[src/hw/rtl/ansc_pkg.sv]
// -----------------------------------------------------------------------------
// Annex B start-code splitter package
// Shared result type, status codes and defaults.
// -----------------------------------------------------------------------------
package ansc_pkg;

	localparam int LENGTH_BITS_DEFAULT = 24;
	localparam int UNIT_LEN_W          = 24;

	localparam logic [1:0] STATUS_OK      = 2'd0;
	localparam logic [1:0] STATUS_NO_SYNC = 2'd1;
	localparam logic [1:0] STATUS_SAT     = 2'd2;

	localparam logic [7:0] BYTE_ZERO = 8'h00;
	localparam logic [7:0] BYTE_ONE  = 8'h01;

	localparam logic [2:0] SC_SHORT = 3'd3;
	localparam logic [2:0] SC_LONG  = 3'd4;

	typedef struct packed {
		logic [UNIT_LEN_W-1:0] unit_length;
		logic [2:0]            start_code_length;
		logic [4:0]            unit_type;
	} ansc_desc_t;

	typedef struct packed {
		logic       valid;
		logic [1:0] status;
		ansc_desc_t desc;
	} ansc_result_t;

endpackage

[src/hw/rtl/ansc_parser.sv]
// -----------------------------------------------------------------------------
// Annex B start-code parser
// Tracks sync, unit bytes and the byte window; closes a unit per start code and at stream end.
// -----------------------------------------------------------------------------
module ansc_parser #(
	parameter int LENGTH_BITS = ansc_pkg::LENGTH_BITS_DEFAULT
) (
	input  logic                 clk,
	input  logic                 arst_n,
	input  logic                 accept,
	input  logic [7:0]           data_byte,
	input  logic                 stream_end,
	output ansc_pkg::ansc_result_t result
);
	import ansc_pkg::*;

	localparam logic [1:0] PH_SYNC = 2'd0;
	localparam logic [1:0] PH_UNIT = 2'd1;
	localparam logic [1:0] PH_HALT = 2'd2;

	logic [23:0]            recent_q, recent_d;
	logic [1:0]             phase_q, phase_d;
	logic [2:0]             sync_q, sync_d;
	logic [2:0]             code_len_q, code_len_d;
	logic [LENGTH_BITS-1:0] count_q, count_d;
	logic [4:0]             hdr_type_q, hdr_type_d;
	logic                   hdr_pend_q, hdr_pend_d;

	logic                   sat;
	logic [2:0]             found;
	logic [LENGTH_BITS:0]   raw;
	logic [LENGTH_BITS:0]   len_cut;
	logic [4:0]             type_now;

	assign sat   = &count_q;
	assign found = (recent_q[23:16] == BYTE_ZERO) ? SC_LONG : SC_SHORT;
	assign raw   = {1'b0, count_q} + (LENGTH_BITS+1)'(1);
	assign len_cut = (raw >= (LENGTH_BITS+1)'(found)) ? raw - (LENGTH_BITS+1)'(found)
		: '0;
	assign type_now = hdr_pend_q ? data_byte[4:0] : hdr_type_q;

	always_comb begin
		recent_d   = recent_q;
		phase_d    = phase_q;
		sync_d     = sync_q;
		code_len_d = code_len_q;
		count_d    = count_q;
		hdr_type_d = hdr_type_q;
		hdr_pend_d = hdr_pend_q;
		result     = '0;
		if (accept) begin
			case (phase_q)
				PH_SYNC: begin
					if (stream_end) begin
						if (sync_q != 3'd0) begin
							phase_d       = PH_HALT;
							result.valid  = 1'b1;
							result.status = STATUS_NO_SYNC;
						end
					end else begin
						case (sync_q)
							3'd0, 3'd1: begin
								if (data_byte != BYTE_ZERO) begin
									phase_d       = PH_HALT;
									result.valid  = 1'b1;
									result.status = STATUS_NO_SYNC;
								end else begin
									sync_d = sync_q + 3'd1;
								end
							end
							3'd2: begin
								if (data_byte == BYTE_ONE) begin
									sync_d     = 3'd0;
									phase_d    = PH_UNIT;
									code_len_d = SC_SHORT;
									count_d    = '0;
									recent_d   = '1;
									hdr_type_d = '0;
									hdr_pend_d = 1'b1;
								end else if (data_byte != BYTE_ZERO) begin
									phase_d       = PH_HALT;
									result.valid  = 1'b1;
									result.status = STATUS_NO_SYNC;
								end else begin
									sync_d = 3'd3;
								end
							end
							3'd3: begin
								if (data_byte == BYTE_ONE) begin
									sync_d     = 3'd0;
									phase_d    = PH_UNIT;
									code_len_d = SC_LONG;
									count_d    = '0;
									recent_d   = '1;
									hdr_type_d = '0;
									hdr_pend_d = 1'b1;
								end else begin
									phase_d       = PH_HALT;
									result.valid  = 1'b1;
									result.status = STATUS_NO_SYNC;
								end
							end
							default: begin
								phase_d       = PH_HALT;
								result.valid  = 1'b1;
								result.status = STATUS_NO_SYNC;
							end
						endcase
					end
				end
				PH_UNIT: begin
					if (stream_end) begin
						// Flush the open unit and fall back to syncing on a new stream.
						result.valid                  = 1'b1;
						result.status                 = sat ? STATUS_SAT : STATUS_OK;
						result.desc.unit_type         = hdr_type_q;
						result.desc.start_code_length = code_len_q;
						result.desc.unit_length       = UNIT_LEN_W'(count_q);
						recent_d   = '1;
						phase_d    = PH_SYNC;
						sync_d     = 3'd0;
						code_len_d = 3'd0;
						count_d    = '0;
						hdr_type_d = '0;
						hdr_pend_d = 1'b0;
					end else if (data_byte == BYTE_ONE && recent_q[15:0] == 16'h0000) begin
						// Unless the count is saturated, the start code bytes already counted are taken back off.
						result.valid                  = 1'b1;
						result.status                 = sat ? STATUS_SAT : STATUS_OK;
						result.desc.unit_type         = type_now;
						result.desc.start_code_length = code_len_q;
						result.desc.unit_length       = sat ? UNIT_LEN_W'(count_q)
							: UNIT_LEN_W'(len_cut);
						phase_d    = PH_UNIT;
						code_len_d = found;
						count_d    = '0;
						recent_d   = '1;
						hdr_type_d = '0;
						hdr_pend_d = 1'b1;
					end else begin
						hdr_type_d = type_now;
						hdr_pend_d = 1'b0;
						recent_d   = {recent_q[15:0], data_byte};
						if (!sat) begin
							count_d = count_q + LENGTH_BITS'(1);
						end
					end
				end
				default: begin
				end
			endcase
		end
	end

	always_ff @(posedge clk or negedge arst_n) begin
		if (!arst_n) begin
			recent_q   <= '1;
			phase_q    <= PH_SYNC;
			sync_q     <= 3'd0;
			code_len_q <= 3'd0;
			count_q    <= '0;
			hdr_type_q <= 5'd0;
			hdr_pend_q <= 1'b0;
		end else begin
			recent_q   <= recent_d;
			phase_q    <= phase_d;
			sync_q     <= sync_d;
			code_len_q <= code_len_d;
			count_q    <= count_d;
			hdr_type_q <= hdr_type_d;
			hdr_pend_q <= hdr_pend_d;
		end
	end

endmodule

[src/hw/rtl/ansc_out_buf.sv]
// -----------------------------------------------------------------------------
// Annex B splitter result queue
// Two-entry output queue that decouples the parser from the result sink.
// -----------------------------------------------------------------------------
module ansc_out_buf (
	input  logic                   clk,
	input  logic                   arst_n,
	input  ansc_pkg::ansc_result_t push_result,
	output logic                   full,
	output logic                   out_valid,
	input  logic                   out_ready,
	output ansc_pkg::ansc_desc_t   out_desc,
	output logic [1:0]             out_status
);
	import ansc_pkg::*;

	logic       v0_q, v1_q;
	ansc_desc_t d0_q, d1_q;
	logic [1:0] s0_q, s1_q;
	logic       push, pop;

	assign push       = push_result.valid;
	assign pop        = v0_q && out_ready;
	assign full       = v1_q;
	assign out_valid  = v0_q;
	assign out_desc   = d0_q;
	assign out_status = s0_q;

	always_ff @(posedge clk or negedge arst_n) begin
		if (!arst_n) begin
			v0_q <= 1'b0;
			v1_q <= 1'b0;
		end else begin
			if (pop) begin
				v0_q <= v1_q || push;
				v1_q <= v1_q && push;
			end else if (push) begin
				v0_q <= 1'b1;
				v1_q <= v0_q;
			end
		end
	end

	always_ff @(posedge clk) begin
		if (pop) begin
			if (v1_q) begin
				d0_q <= d1_q;
				s0_q <= s1_q;
				d1_q <= push_result.desc;
				s1_q <= push_result.status;
			end else begin
				d0_q <= push_result.desc;
				s0_q <= push_result.status;
			end
		end else if (push) begin
			if (v0_q) begin
				d1_q <= push_result.desc;
				s1_q <= push_result.status;
			end else begin
				d0_q <= push_result.desc;
				s0_q <= push_result.status;
			end
		end
	end

endmodule

[src/hw/rtl/annexb_nal_start_code_splitter.sv]
// -----------------------------------------------------------------------------
// Annex B NAL start-code splitter
// Splits an H.264 Annex B byte stream into NAL unit descriptors.
// -----------------------------------------------------------------------------
//  Channel  | Side   | Content
//  ---------+--------+---------------------------------------------------------
//  s_*      | in     | tdata: stream byte; tlast: end of stream
//  m_*      | out    | tdata: unit type, start code length, unit length; tuser: status
//
// One byte item is taken per clock while s_tready is high; its result item, if any, is
// registered into a two-entry result queue after the parser and shown on m_* from its head;
// s_tready is low only while both entries hold results that are not yet taken.
// Reset clears the sync state, the byte window, the counters and the queue.
// -----------------------------------------------------------------------------
module annexb_nal_start_code_splitter #(
	parameter int LENGTH_BITS = ansc_pkg::LENGTH_BITS_DEFAULT
) (
	input  logic        clk,
	input  logic        arst_n,
	input  logic        s_tvalid,
	output logic        s_tready,
	input  logic [7:0]  s_tdata,   // [7:0] data_byte
	input  logic        s_tlast,   // stream_end
	output logic        m_tvalid,
	input  logic        m_tready,
	output logic [31:0] m_tdata,   // [4:0] unit_type, [7:5] start_code_length,
	                               // [31:8] unit_length
	output logic [1:0]  m_tuser    // [1:0] status
);
	import ansc_pkg::*;

	ansc_result_t result;
	ansc_desc_t   desc;
	logic         full;
	logic         accept;

	assign s_tready = !full;
	assign accept   = s_tvalid && !full;

	ansc_parser #(
		.LENGTH_BITS(LENGTH_BITS)
	) u_parser (
		.clk       (clk),
		.arst_n    (arst_n),
		.accept    (accept),
		.data_byte (s_tdata),
		.stream_end(s_tlast),
		.result    (result)
	);

	ansc_out_buf u_out_buf (
		.clk        (clk),
		.arst_n     (arst_n),
		.push_result(result),
		.full       (full),
		.out_valid  (m_tvalid),
		.out_ready  (m_tready),
		.out_desc   (desc),
		.out_status (m_tuser)
	);

	assign m_tdata = {desc.unit_length, desc.start_code_length, desc.unit_type};

endmodule

[config.mk]
export PLATFORM = sky130hd
export DESIGN_NAME = annexb_nal_start_code_splitter
export DESIGN_NICKNAME = d
export VERILOG_FILES = /design/src/hw/rtl/ansc_pkg.sv /design/src/hw/rtl/ansc_parser.sv /design/src/hw/rtl/ansc_out_buf.sv /design/src/hw/rtl/annexb_nal_start_code_splitter.sv
export SDC_FILE = /design/constraint.sdc
export NUM_CORES = 1
export LEC_CHECK = 0
export BUFFER_PORTS_ARGS = -buffer_cell sky130_fd_sc_hd__clkbuf_2
export CAP_MARGIN = 20
export CORE_MARGIN = 5
export CORE_UTILIZATION = 55
export CTS_CLUSTER_DIAMETER = 80
export DETAILED_ROUTE_END_ITERATION = 8
export PLACE_DENSITY = 0.77
export SYNTH_ARGS = -nofsm -noshare
export SYNTH_HDL_FRONTEND = slang
export SYNTH_SLANG_ARGS = --single-unit
export TNS_END_PERCENT = 20
[constraint.sdc]
create_clock -name clk -period 3.7 [get_ports clk]
set_input_delay 0.74 -clock clk [delete_from_list [all_inputs] [get_ports clk]]
set_output_delay 0.74 -clock clk [all_outputs]
set_load 0.03 [all_outputs]
* After elaboration in Yosys (flattened, before gate mapping) *
Cells that the tools add are included.

storage, ports and cells
  register bits after elaboration = 132
  output and inout port bits = 36

operators by class
  add/subtract/negate cells = 4
  order comparisons = 1
  eq/ne operators = 20
  multiplexer cells = 85
  reduce and logical (&&, ||, !) cells = 25

operators with widths
  kind                   count
  $mux 24                13
  $mux 32                9
  $mux 35                3
  $pmux 24 s2            2
  $mux 3                 17
  $mux 2                 16
  $mux 5                 6
  $add 24x1->25 const B  1
  $ge 25x3->1            1
  $add 24x1->24 const B  1
  $pmux 3 s2             4
  $reduce_and 24->1      1
  $sub 24x3->24          1
  $pmux 3 s3             2
  $logic_not 16->1       1
  $ne 3x2->1 const B     4
  $ne 4x4->1 const B     3
  $pmux 5 s2             1
  $mux 1                 9
  $eq 8x1->1 const B     1
  $logic_not 8->1        1
  $ne 2x2->1 const B     4
  $reduce_and 8->1       1
  $reduce_bool 8->1      1
  23 further kinds       32

* Logic depth before layout (Yosys ltp) *
  depth after elaboration = 12
  mapped depth = 14
  mapped depth without buffers = 13

* Cells and area by module *
Synthesis repeated with hierarchy kept, for this count alone.

second synthesis, totals
  cell total of the unflattened synthesis = 678
  area total of the unflattened synthesis = 7,333.3 µm²

modules (own cells, without submodules)
  module                          instances  cells each  area an instance (µm²)
  ansc_parser                     1          559         4,624.4
  ansc_out_buf                    1          117         2,698.8
  annexb_nal_start_code_splitter  1          2           10.0

* Worst setup path before layout *
No wires, ideal clock.

  path kind = input port to flip-flop
  from = in s_tdata[2]
  to = reg u_out_buf.d0_q (netlist bit u_out_buf.out_desc[0]) (enable)
  data arrival time = 3.754 ns
  data required time = 3.266 ns
  setup slack = -0.488 ns
  stages = 7
  path buffers = 0
  path through = or4_1 > nand4bb_1 > nor2_1 > o21ai_1 > nand2_1 > nor2_1 > a21oi_1

between the ends
  cells in the longest elaborated chain, start to end = 9
  elaborated cells on any way between the ends = 14
  classes of those cells = 1 x eq/ne; 9 x mux; 4 x reduce/logical

ends and longest elaborated chain
  what                           RTL line                              text
  start, declared                annexb_nal_start_code_splitter.sv:22  input logic [7:0] s_tdata,
  $reduce_bool 8->1              ansc_parser.sv:63, ansc_parser.sv:80
  $mux 3                         ansc_parser.sv:63, ansc_parser.sv:80
  $mux 3                         ansc_parser.sv:72                     if (data_byte == BYTE_ONE) begin
  $pmux 3 s3                     ansc_parser.sv:61                     case (sync_q)
  $mux 3                         ansc_parser.sv:54                     if (stream_end) begin
  $pmux 3 s2 *                   ansc_parser.sv:52                     case (phase_q)
  $mux 35 *                      ansc_parser.sv:51                     if (accept) begin
  $reduce_bool 2->1 (no line) *  -
  $reduce_and 2->1 (no line) *   -
  end signal, assigned           ansc_out_buf.sv:47                    d0_q <= d1_q;
  end signal, assigned           ansc_out_buf.sv:52                    d0_q <= push_result.desc;
  end signal, assigned           ansc_out_buf.sv:60                    d0_q <= push_result.desc;
  end, declared                  ansc_out_buf.sv:18                    ansc_desc_t d0_q, d1_q;

Mark *: on every way between the ends. The rest lies on a longest branch, timed or not.
A chain may end at the register's enable or synchronous reset.

==> results.json <==
{
  "status": "complete, no violations",
  "power_density_nw_per_um2": 381,
  "die_w_um": 123,
  "grt_first_pass_wirelength_um": 29700,
  "syn_nets": 744,
  "fin_skew_ns": 0.00712,
  "period_minus_slack_ns": 3.41,
  "portBuffers": 48,
  "p_sw_uw": 686,
  "rsz0062_at_grt": "false",
  "initial_core_util": 0.558,
  "firstDrtPassIters": 5,
  "boundaryPins": 49,
  "drv_slew": 0,
  "clockBufferDepth": 2,
  "synth.avg_cell_area_sq_um": 9.73,
  "syn_inst": 721,
  "row_count": 41,
  "crit_fanout": 5,
  "cts-resized-gates": 0,
  "gp_congestion": 0.971,
  "cp-start-kind": "flip-flop",
  "final_common_cell": "nand2_1",
  "ant_nets": 0,
  "setup_slack_ns": 0.290,
  "synth_area_sq_um": 7010,
  "post_cts_buffers": 0,
  "routed_via_density": 6.04,
  "yosysUniqueCellTypes": 69,
  "max_cap_violations": 0,
  "grt_max_degree": 64,
  "routed_wl_um": 18100,
  "grt_pass1_vias": 5913,
  "synth_seq_cells": 129,
  "num_vias": 5858,
  "drive_above_1_share": 0.213,
  "cts.clk_slew.worst_paths_ns": 0.06,
  "critPathKind": "reg -> reg",
  "synth_edf_count": 66,
  "ctsHoldBuffers": 0,
  "fin_crit_sh": 0.922,
  "layout_common_cells": "88 x nand2_1, 71 x nor2_1, 66 x edfxtp_1, 64 x o21ai_0, 48 x clkbuf_2",
  "clkLatencyLatePin_ns": 0.43,
  "antenna_found_initial": 0,
  "combinationalPowerShare": 0.011,
  "place_ws_ns": 0.353,
  "tritoncts": "built",
  "fmax_ghz": 0.293,
  "grt_usage": 0.257,
  "arrival_ns": 3.57,
  "nNetsFinal": 808,
  "cp-end-kind": "flip-flop",
  "wl_per_cell_um": 18.6,
  "cts_buffers": 17,
  "ys_warn_count": 0,
  "power_mw": 3.12,
  "slew_headroom": 0.441,
  "grt_overflow": 0,
  "die_area_sq_um": 15100,
  "p_seq_frac": 0.481,
  "ys_async_sr_fraction": 0.488,
  "die-height_um": 123,
  "seq_area_sq_um": 3590,
  "placedInstanceArea_sq_um": 7630,
  "hp-class": "reg -> reg",
  "multiInputGateArea_sq_um": 3190,
  "tightest_slew_ns": 0.835,
  "drc": 0,
  "intPower_mw": 2.43,
  "seq_area_frac_synth": 0.512,
  "p_leak_nw": 3.21,
  "diodes": 0,
  "fin_tns_setup_ns": 0,
  "ys.flop_type": "edfxtp_1",
  "cts_max_level": 4,
  "core_sq_um": 12600,
  "dr.first_iter.drc_count": 451,
  "final-setup-viol-count": 0,
  "ctsRootBufferMaster": "clkbuf_16",
  "switching_share": 0.220,
  "final_cell_area_sq_um": 8190,
  "peakVddDrop_v": 0.000290,
  "clkPwrFrac": 0.507,
  "hold_viol": 0,
  "place_hpwl_um": 13100,
  "utilization": 0.652,
  "fillers": 1004,
  "area_delta_synth_final_pct": 16.7,
  "critPathRequiredTime_ns": 3.86,
  "cts_sinks": 129
}
-- metal layers --
layer / vias up / global-route usage / wire length [um]
met3: 40 / 0.0608 / 1210
met4: 0 / 0.118 / 538
met1: 2839 / 0.325 / 7580
met5: - / 0 / 0
li1: 2771 / - / -
met2: 208 / 0.420 / 8720
-- per-stage QoR --
stage,hold slack [ns],cells
2_1_floorplan,0.442,721
3_3_place_gp,0.463,938
3_5_place_dp,0.472,938
4_1_cts,0.486,970
5_1_grt,0.496,970
6_report,0.485,970
-- path summary, 6_finish.rpt --
path	start	to	slack, ns	cells past startpoint
max	u_parser.recent_q[18]$_DFFE_PN1P_	u_out_buf.d1_q[30]$_DFFE_PP_	0.29	14
min	u_parser.recent_q[23]$_DFFE_PN1P_	u_parser.recent_q[23]$_DFFE_PN1P_	0.48	2
max reg2reg	u_parser.recent_q[18]$_DFFE_PN1P_	u_out_buf.d1_q[30]$_DFFE_PP_	0.29	14
min reg2reg	u_parser.recent_q[23]$_DFFE_PN1P_	u_parser.recent_q[23]$_DFFE_PN1P_	0.48	2
max in group asynchronous	arst_n	u_parser.count_q[19]$_DFFE_PN0P_	2.67	2
min in group asynchronous	arst_n	u_parser.count_q[9]$_DFFE_PN0P_	0.49	2
-- state kept, by name, summed over array words and instances, names as in the netlist, 2 cells and up --
register              flops
u_out_buf.d1_q           31
u_out_buf.out_desc       31
u_out_buf.out_status      2
u_out_buf.s1_q            2
u_parser.code_len_q       2
u_parser.count_q         24
u_parser.hdr_type_q       5
u_parser.phase_q          2
u_parser.recent_q        24
u_parser.sync_q           3
-- worst max-delay path, cell delays in order (launching register included) --
cell and delay [ns]:
dfstp_2 0.54, nor4_1 0.05, nand2_1 0.15, ha_1 0.19
inv_1 0.05, fa_1 0.40, a21oi_1 0.23, and3_1 0.20
a32oi_1 0.10, nor3b_1 0.23, buf_4 0.17, and2_1 0.28
nand4_1 0.15, xnor2_1 0.26, o22ai_1 0.12
-- cell type report --
class,count,area share
flip-flops and latches,129,0.438
multi-input cells,528,0.389
repair buffers,89,0.0684
clock buffers,19,0.0567
well taps,172,0.0263
clock inverters,13,0.0121
inverters,20,0.00917
-- logic make-up (layout without fill, tap and decap cells) --
| family | Yosys count | count (layout) | synth area share |
|---|---|---|---|
| compound gates | 200 | 200 | 0.186 |
| xor+xnor | 34 | 34 | 0.0425 |
| fa+ha+maj | 10 | 10 | 0.0189 |
| buf+inv | 64 | 141 | 0.0384 |
| flops | 129 | 129 | 0.512 |
| mux | 3 | 3 | 0.00428 |
| simple gates | 281 | 281 | 0.199 |
-- cells in the mapped netlist (all sizes together) (4+ instances only) --
master,instances,area (sq um)
o211ai,7,52.6
nand4,18,113
a22oi,5,37.5
o22ai,4,25.0
xnor2,24,210
a21o,24,180
a21oi,32,160
nand3,24,130
nor2,72,273
xor2,10,87.6
and2,14,87.6
clkbuf,32,120
a22o,7,61.3
nor3,16,90.1
inv,20,75.1
o21ai,76,399
o31ai,8,60.1
a31oi,9,62.6
dfrtp,39,976
buf,12,73.8
edfxtp,66,1980
and3,13,81.3
nand2,88,330
ha,9,113
dfstp,24,631
nor4,16,121
-- power groups by stage --
stage | clock (mW) | combinational, mW | sequential [mW]
finish | 1.58 | 0.0355 | 1.50
detailed placement | 0 | 0.0364 | 1.53
global route | 1.68 | 0.0409 | 1.50
global placement | 0 | 0.0357 | 1.53
floorplan | 0 | 0.00827 | 1.53
CTS | 1.60 | 0.0365 | 1.50
(Power assumes the default switching activity.)
